**src/hdl/mbs_pkg.sv**
```systemverilog
package mbs_pkg;

  // Histogram geometry and field widths
  localparam int CountWidth = 32;
  localparam int NumBins    = 256;
  localparam int BinAw      = 8;
  localparam int VoxW       = 8;

  typedef logic [CountWidth-1:0] cnt_t;
  typedef logic [VoxW-1:0]       vox_t;

  // Operation codes carried on the input tuser
  typedef enum logic [1:0] {
    OpClear = 2'd0,
    OpCount = 2'd1,
    OpSub   = 2'd2,
    OpNop   = 2'd3
  } op_e;

  // Histogram update command from the update logic to the bin store
  typedef struct packed {
    logic             en;
    logic             clr;
    logic [BinAw-1:0] addr;
    cnt_t             count;
  } hist_wr_t;

endpackage

```
**src/hdl/mbs_update.sv**
```systemverilog
module mbs_update import mbs_pkg::*; (
  input  logic     fire_i,
  input  op_e      op_i,
  input  vox_t     voxel_i,
  input  cnt_t     bin_count_i,
  input  cnt_t     best_cnt_i,
  input  vox_t     best_val_i,
  output hist_wr_t wr_o,
  output cnt_t     best_cnt_o,
  output vox_t     best_val_o,
  output vox_t     out_voxel_o,
  output vox_t     out_mode_o
);

  cnt_t inc_cnt;
  logic take;

  // Saturating increment and running-mode compare
  assign inc_cnt = (bin_count_i == '1) ? bin_count_i : bin_count_i + 1'b1;
  assign take    = (inc_cnt > best_cnt_i) ||
                   ((inc_cnt == best_cnt_i) && (voxel_i < best_val_i));

  always_comb begin
    wr_o.en     = 1'b0;
    wr_o.clr    = 1'b0;
    wr_o.addr   = voxel_i;
    wr_o.count  = inc_cnt;
    best_cnt_o  = best_cnt_i;
    best_val_o  = best_val_i;
    out_voxel_o = '0;
    unique case (op_i)
      OpClear: begin
        wr_o.clr   = fire_i;
        best_cnt_o = '0;
        best_val_o = '0;
      end
      OpCount: begin
        wr_o.en = fire_i;
        if (take) begin
          best_cnt_o = inc_cnt;
          best_val_o = voxel_i;
        end
      end
      OpSub: begin
        out_voxel_o = (voxel_i > best_val_i) ? voxel_i - best_val_i : '0;
      end
      OpNop: begin
      end
      default: begin
      end
    endcase
    out_mode_o = best_val_o;
  end

endmodule

```
**config.mk**
```make
export PLATFORM = sky130hd
export DESIGN_NAME = mbs_update
export DESIGN_NICKNAME = d
export VERILOG_FILES = /design/src/hdl/mbs_pkg.sv /design/src/hdl/mbs_update.sv
export SDC_FILE = /design/constraint.sdc
export NUM_CORES = 1
export LEC_CHECK = 0
export BUFFER_PORTS_ARGS = -buffer_cell sky130_fd_sc_hd__buf_4
export CAP_MARGIN = 25
export CORE_MARGIN = 3
export CORE_UTILIZATION = 45
export DETAILED_ROUTE_END_ITERATION = 16
export MAX_ROUTING_LAYER = met4
export PLACE_DENSITY = 0.85
export SYNTH_ARGS = -nofsm -noshare
export SYNTH_HDL_FRONTEND = slang
export SYNTH_SLANG_ARGS = --single-unit
```
**constraint.sdc**
```tcl
create_clock -name vclk -period 10.4
set_clock_uncertainty 0.2 [all_clocks]
set_input_delay 3.12 -clock vclk [all_inputs]
set_output_delay 3.12 -clock vclk [all_outputs]
set_load 0.02 [all_outputs]
```
==> impl_metrics.tcl, run 1 <==
set metrics [dict create \
    die_w_um 84.64 \
    core_area_mm2 0.005956 \
    nClkBuffers 0 \
    ios 181 \
    first_pass_iters 8 \
    dpl-instance-area_mm2 0.004101 \
    synth_fp_nets 535 \
    grt.total_usage_pct 27.55 \
    fin_area_mm2 0.004177 \
    dp_slack_ps -46.63 \
    max_cap_viol_count 0 \
    synth_top_area_cell "ha_1" \
    fin_crit_sh_pct 97.73 \
    gr-usage-met1_pct 33.24 \
    synth_area_mm2 0.002783 \
    port_buffers 181 \
    synth_area_per_cell_um2 6.787 \
    cp.required_ps 7080 \
    critPathLaunch "bin_count_i[0]" \
    area_growth_pct 50.09 \
    die_y_um 84.64 \
    drc 0 \
    grt_overflow_total 0 \
    placed_cells 643 \
    slew-limit-headroom_pct 47.45 \
    rows 28 \
    max_freq_ghz 0.09839 \
    seqCellArea_um2 0 \
    hold_slack_ps 6254 \
    grt_pass1_vias 3577 \
    startpoint_type "primary input" \
    mostFrequentLayoutCells "buf_4, inv_1, nand2_1" \
    layout.cells.non_filler 644 \
    hold_start "voxel_i[0]" \
    worstPathMaxFanout 21 \
    finalSetupTns_ps 0 \
    status "complete, no violations" \
    netlist_top_cells_area "ha_1, inv_1, a32o_1" \
    worst_slack_ps 236.4 \
    synth.distinct_cells 55 \
    final_common_cell "buf_4" \
    ctsHoldBuffers 0 \
    use_met3_pct 1.766 \
    die_area_mm2 0.007163 \
    grt_max_degree 39 \
    nFlopsAndLatches 0 \
    crit_type "in -> out" \
    initial_utilization_pct 46.72 \
    arrival_ps 6840 \
    slew_viol_final 0 \
    setup_viol 0 \
    vias 3665 \
    place_congestion 0.9399 \
    drt-initial-drc-count 148 \
    yosysTopAreaCellShare_pct 18.44 \
    antenna_cells 0 \
    antenna_found_initial 0 \
    synth_warnings 0 \
    crit_end "best_cnt_o[4]" \
    cp-end-kind "output pin" \
    dp_hpwl_mm 8.721 \
    ant_nets 0 \
    syn_inst 410 \
    wl_mm 10.41 \
    wl_per_cell_um 16.16 \
    viasPerCell 5.691 \
    fin_util_pct 70.13 \
    ys_seq_area_share_pct 0 \
    worstMarginPinSlew_ps 787.4 \
    fin_crit_ps 10160 \
    p_per_area_mw_per_mm2 55.58 \
    p_leak_nw 2.125 \
    gr-usage-met2_pct 49.75 \
    ir_worst_vdd_mv 0.03050 \
    hold_viol_final 0 \
    nNetsFinal 696 \
    grt-busiest-layer "met2" \
    grt_pass1_wl_mm 16.45 \
    hp-class "in -> out" \
    drive_above_1_share_pct 38.66 \
    power_mw 0.2321 \
]
==> worst min path at each step <==
stage | end | slack, ps | depth (start not counted)
6_report | wr_o[32] | 6250 | 2
5_1_grt | wr_o[32] | 6260 | 2
4_1_cts | wr_o[32] | 6260 | 2
3_5_place_dp | wr_o[32] | 6260 | 2
3_3_place_gp | wr_o[32] | 6250 | 2
2_1_floorplan | wr_o[40] | 6120 | 1
==> critical path, cell delays in order <==
cell     delay [ps]
buf_4           100
ha_2            230
nand4_4         140
or3_4           450
or4_4           530
xnor2_2         190
ha_1            300
nand4_1         180
nor4_4          340
nand2_1          90
a31oi_1         210
o21ba_2         210
buf_6           200
nor3_1           60
a221o_1         300
buf_4           160
==> final cells by class <==
type                       instances  area, um2
tap                               75      93.84
multi-input combinational        325       2426
fill                             516       1779
inverter                          51      191.4
timing repair buffer             193       1465
==> cell families (layout without fill, tap and decap cells) <==
logic type	Yosys count	in the layout	share of synthesized area [%]
xor gates and xnor gates	32	32	10.07
and+or+nand+nor	161	161	29.63
AOI/OAI and AO/OA	89	89	25.27
buffers and inverters	85	244	15.47
muxes	1	1	0.4046
adders and majority gates	42	42	19.15
==> routing by layer <==
metal | up-vias | part of all wire, %
met5 | - | 0
met4 | 0 | 2.2
met3 | 20 | 7.2
met2 | 157 | 51
met1 | 1684 | 39
li1 | 1804 | -
==> cell usage after synthesis, types with 3 or more instances <==
cell / count
nand4_1: 12
clkbuf_8: 4
inv_1: 51
a32o_1: 17
o21ai_0: 5
o21a_1: 3
ha_1: 41
and2_1: 4
and3_1: 6
o31ai_1: 4
o311ai_0: 15
nor3_1: 14
nand2_1: 45
buf_4: 16
xor2_1: 16
clkbuf_1: 10
a21oi_1: 18
xnor2_1: 16
nor4_1: 3
a31o_2: 4
nand3_1: 32
nand2b_1: 4
nor2_1: 25
a211oi_1: 3
==> what timing repair did <==
item | in CTS | in global routing
gates cloned | 0 | 0
endpoints found under the setup margin | 24 | 48
buffers inserted | 0 | 1
gates resized for setup | 2 | 10
pin swaps | 0 | 2
==> power by group <==
group | switching, mW | internal, mW
logic | 0.130 | 0.102
clock network | 0 | 0
registers | 0 | 0
Power figures use the tool's default switching activity.
==> run 2: changes to the inputs <==
--- a/config.mk
+++ b/config.mk
@@ -5,13 +5,14 @@
 export SDC_FILE = /design/constraint.sdc
 export NUM_CORES = 1
 export LEC_CHECK = 0
+export ABC_AREA = 1
 export BUFFER_PORTS_ARGS = -buffer_cell sky130_fd_sc_hd__buf_4
 export CAP_MARGIN = 25
 export CORE_MARGIN = 3
-export CORE_UTILIZATION = 45
+export CORE_UTILIZATION = 49
 export DETAILED_ROUTE_END_ITERATION = 16
 export MAX_ROUTING_LAYER = met4
-export PLACE_DENSITY = 0.85
+export PLACE_DENSITY = 0.84
 export SYNTH_ARGS = -nofsm -noshare
 export SYNTH_HDL_FRONTEND = slang
 export SYNTH_SLANG_ARGS = --single-unit
==> impl_metrics.tcl, run 2 <==
set metrics [dict create \
    status "complete, no violations" \
    synth_area_mm2 0.003702 \
    grt_pass1_vias 4730 \
    min_delay_worst_endpoint "wr_o[32]" \
    slew_viol_final 0 \
    die_w_um 92.93 \
    hold_viol_final 0 \
    die_area_mm2 0.008635 \
    power.share.sequential_pct 0 \
    initial_utilization_pct 50.77 \
    whs_path_depth 2 \
    grt_overflow_total 0 \
    yosysMostFrequentCell "nand2_1" \
    dp_hpwl_mm 11.74 \
    grt_max_degree 45 \
    synth_warnings 0 \
    synth_fp_nets 831 \
    synthSimpleGateAreaFrac_pct 54.98 \
    synth_commonest_cells "nand2_1, inv_1, nand3_1" \
    max_cap_viol_count 0 \
    antenna_cells 0 \
    ant_nets 0 \
    hold_start "voxel_i[0]" \
    power_mw 0.2569 \
    nClkBuffers 0 \
    rsz0062_at_grt "no" \
    mostFrequentLayoutCells "nand2_1, buf_4, inv_1" \
    sw_frac_of_total_pct 59.20 \
    area_growth_pct 34.13 \
    drc 0 \
    synth.distinct_cells 38 \
    slew-limit-headroom_pct 66.72 \
    hp-class "in -> out" \
    cp-end-kind "output pin" \
    worstMarginPinSlew_ps 494.0 \
    ios 181 \
    setup_viol 0 \
    synth_xor_area_share_pct 4.731 \
    fin_crit_ps 10010 \
    rows 31 \
    wl_mm 13.83 \
    yosysTopAreaCellShare_pct 26.46 \
    fin_crit_sh_pct 96.28 \
    startpoint_type "primary input" \
    wl_per_cell_um 14.51 \
    place_congestion 0.9753 \
    p_per_area_mw_per_mm2 51.74 \
    worstPathMaxFanout 24 \
    drt-initial-drc-count 275 \
    synth_compound_area_share_pct 8.483 \
    max_freq_ghz 0.09986 \
    fin_area_mm2 0.004966 \
    grt_pass1_wl_mm 22.09 \
    multi_input_area_mm2 0.003060 \
    syn_inst 706 \
    ir_worst_vdd_mv 0.02015 \
    nFlopsAndLatches 0 \
    final_common_cell "nand2_1" \
    netlist_top_cells_area "nand2_1, ha_1, nand3_1" \
    muxShareOfSynthArea_pct 0 \
    critPathLaunch "bin_count_i[0]" \
    finalSetupTns_ps 0 \
    core_area_mm2 0.007292 \
    grt.total_usage_pct 31.46 \
    worst_slack_ps 386.5 \
    die_y_um 92.93 \
    crit_type "in -> out" \
    dpl-instance-area_mm2 0.004966 \
    post_cts_buffers 0 \
    ys_seq_area_share_pct 0 \
    arrival_ps 6690 \
    nNetsFinal 981 \
    synth_area_per_cell_um2 5.244 \
    seqCellArea_um2 0 \
    synth_top_family_by_area "simple AND/OR/NAND/NOR gates" \
    cts_resized 0 \
    drive_above_1_share_pct 26.81 \
    p_int_mw 0.1048 \
    viasPerCell 5.225 \
    dp_slack_ps 442.1 \
    fill_cells 717 \
    synthAdderAreaFrac_pct 14.40 \
    power_switching_mw 0.1521 \
    comb_power_share_pct 100.0 \
    first_pass_iters 5 \
    ctsHoldBuffers 0 \
    antenna_found_initial 0 \
    synth_top_area_cell "nand2_1" \
    pwr-share-clk_pct 0 \
    port_buffers 181 \
    cp.required_ps 7080 \
    vias 4979 \
    p_leak_nw 2.979 \
]
-- run 2: cell types whose count changed after synthesis, moves of 8 or more --
cell / delta
nand3b_1: +12
a21oi_2: +8
a32o_1: -17
nand2_1: +216
nand3_1: +50
nor2_1: +40
inv_1: +41
nor3_1: -9
o311ai_0: -15
nand2_2: +12
-- run 2: area by class of cell --
cell class                      instances  area share [%]
Timing Repair Buffer                  187           28.52
Inverter                               96           7.357
Multi-Input combinational cell        571           61.63
Tap cell                               99           2.494
-- run 2: worst max path at each step --
stage                               end  slack (ps)  cells after the start
final                     best_val_o[2]         390                     23
after global routing      out_mode_o[2]         100                     23
after CTS                 out_mode_o[3]         440                     23
after detailed placement  out_mode_o[3]         440                     23
after global placement    best_val_o[2]         590                     23
after floorplan           out_mode_o[3]        1080                     24
-- run 2: routing by layer --
metal / wire [um] / global-route usage [%] / up-vias / share of wire, %
met5: 0 / - / - / 0
met4: 362 / 7.570 / 0 / 2.6
met3: 1120 / 1.300 / 27 / 8.1
met2: 6768 / 56.33 / 239 / 49
met1: 5580 / 38.85 / 2214 / 40
li1: - / - / 2499 / -
-- run 2: power groups by stage --
stage / Sequential, mW / Clock [mW] / Combinational, mW
2_1_floorplan: 0 / 0 / 0.156
3_3_place_gp: 0 / 0 / 0.250
3_5_place_dp: 0 / 0 / 0.254
4_1_cts: 0 / 0 / 0.255
5_1_grt: 0 / 0 / 0.282
6_report: 0 / 0 / 0.257
-- run 2: kinds of logic after synthesis --
| group | Yosys count |
|---|---|
| adder cells (fa/ha/maj) | 42 |
| AO/OA/AOI/OAI | 50 |
| buffers and inverters | 135 |
| AND/OR/NAND/NOR | 459 |
| XOR/XNOR | 20 |
-- run 2: stage by stage --
| step | instances | hold slack, ps | util [%] |
|---|---|---|---|
| 2_1_floorplan | 706 | 6129 | - |
| 3_3_place_gp | 953 | 6252 | 68.10 |
| 3_5_place_dp | 953 | 6253 | 68.10 |
| 4_1_cts | 953 | 6253 | 68.10 |
| 5_1_grt | 953 | 6262 | 68.10 |
| 6_report | 953 | 6254 | 68.10 |
-- run 2: critical path, stage by stage --
cell	delay, ps
buf_4	130
ha_1	260
inv_2	130
nor2_8	60
nand2_4	100
nor2_8	50
nand3_4	220
clkinv_4	210
a21oi_2	220
inv_1	110
ha_1	310
nand2_1	80
nor2_1	130
nand2_1	90
nor2_2	170
nand3_2	330
nand2_1	200
buf_4	300
nand2_1	80
nand2_1	60
nand2_1	50
nand2_1	100
buf_4	150
==> run 3: changes to the inputs <==
--- a/config.mk
+++ b/config.mk
@@ -11,6 +11,7 @@
 export CORE_MARGIN = 3
 export CORE_UTILIZATION = 49
 export DETAILED_ROUTE_END_ITERATION = 16
+export GPL_ROUTABILITY_DRIVEN = 0
 export MAX_ROUTING_LAYER = met4
 export PLACE_DENSITY = 0.84
 export SYNTH_ARGS = -nofsm -noshare
==> constraint.sdc (replaced) <==
create_clock -name vclk -period 10.4
set_clock_uncertainty 0.2 [all_clocks]
set_input_delay 0 -clock vclk [all_inputs]
set_output_delay 0 -clock vclk [all_outputs]
set_load 0.02 [all_outputs]
==> impl_metrics.tcl, run 3 (synthesis gave the netlist of run 2 again) <==
set metrics [dict create \
    fin_crit_ps 4727 \
    antenna_found_initial 0 \
    hold_slack_ps 9.613 \
    worstPathMaxFanout 41 \
    p_per_area_mw_per_mm2 51.45 \
    hold_start "voxel_i[0]" \
    p_leak_nw 2.956 \
    rsz0062_at_grt "no" \
    initial_utilization_pct 50.77 \
    max_cap_viol_count 0 \
    vias 5071 \
    nClkBuffers 0 \
    worstMarginPinSlew_ps 847.8 \
    layout.cells.non_filler 949 \
    drive_above_1_share_pct 26.47 \
    drt-initial-drc-count 323 \
    placed_cells 949 \
    fill_cells 690 \
    grt.total_usage_pct 29.99 \
    startpoint_type "primary input" \
    crit_path_frequent_cell "nand2_1" \
    slowest_stage "nand2_1" \
    rows 31 \
    nFlopsAndLatches 0 \
    nNetsFinal 977 \
    setup_viol 0 \
    wl_mm 13.41 \
    slew-limit-headroom_pct 43.41 \
    first_pass_iters 5 \
    critPathLaunch "bin_count_i[0]" \
    final_common_cell "nand2_1" \
    slowest_delay_ps 720 \
    crit_family "simple AND/OR/NAND/NOR gates" \
    die_y_um 92.93 \
    die_area_mm2 0.008635 \
    grt_max_degree 45 \
    finalSetupTns_ps 0 \
    cp.required_ps 10200 \
    port_buffers 181 \
    grt_pass1_vias 4665 \
    grt_pass1_wl_mm 21.27 \
    cp-end-kind "output pin" \
    hold_viol_final 0 \
    ios 181 \
    ctsHoldBuffers 0 \
    crit_type "in -> out" \
    arrival_ps 4530 \
    area_growth_pct 32.98 \
    cts_resized 0 \
    drc 0 \
    viasPerCell 5.344 \
    grt_overflow_total 0 \
    max_freq_ghz 0.2116 \
    crit_end "best_val_o[6]" \
    ant_nets 0 \
    multi_input_area_mm2 0.003060 \
    die_w_um 92.93 \
    worstPathCellList "buf_4, ha_1, inv_2, nor2_8, nand2_4, nor2_8, nand3_4, clkinv_4, a21oi_1, inv_1, ha_1, nand2_1, nor2_1, nand2_1, nor2_2, nand3_2, nand2_1, buf_4, nand2_1, nand2_1, nand2_1, nand2_1, buf_4" \
    fin_crit_sh_pct 45.45 \
    antenna_cells 0 \
    dp_hpwl_mm 11.11 \
    slew_viol_final 0 \
    seqCellArea_um2 0 \
    post_cts_buffers 0 \
    wl_per_cell_um 14.13 \
    hp-class "in -> out" \
    mostFrequentLayoutCells "nand2_1, buf_4, inv_1" \
    path_depth 23 \
    core_area_mm2 0.007292 \
    ir_worst_vdd_mv 0.02103 \
    cp_num_buf_inv 6 \
    status "complete, no violations" \
]
-- run 3: cell count changes in the layout (fill, tap and decap cells not counted), sizes merged --
cell  change
buf       -4
-- run 3: area by class of cell --
class	instances	share of cell area, %
inverters	96	7.421
repair buffers	183	27.90
multi-input cells	571	62.16
well taps	99	2.516
-- run 3: how the worst min path moves through the flow --
stage | to | cells past startpoint
after floorplan | wr_o[40] | 1
after global placement | wr_o[32] | 2
after detailed placement | wr_o[32] | 2
after CTS | wr_o[32] | 2
after global routing | wr_o[32] | 2
final | wr_o[32] | 2
-- run 3: per-layer routing --
layer	vias to the layer above	track usage (%)	routed length [um]
met5	-	-	0
met3	31	1.787	1192
met4	0	7.204	315
li1	2493	-	-
met1	2258	36.68	5387
met2	289	53.75	6518
-- run 3: per-stage QoR --
step           power, mW  setup slack [ps]  area [um2]  utilization, %
2_1_floorplan     0.1562              7324        3702               -
3_3_place_gp      0.2446              5943        4923           67.52
3_5_place_dp      0.2505              5753        4923           67.52
4_1_cts           0.2513              5745        4923           67.52
5_1_grt           0.2776              5258        4923           67.52
6_report          0.2533              5673        4923           67.52
-- run 3: where the power goes --
group	switching, mW	internal [mW]
combinational	0.151	0.102
clock	0	0
sequential	0	0
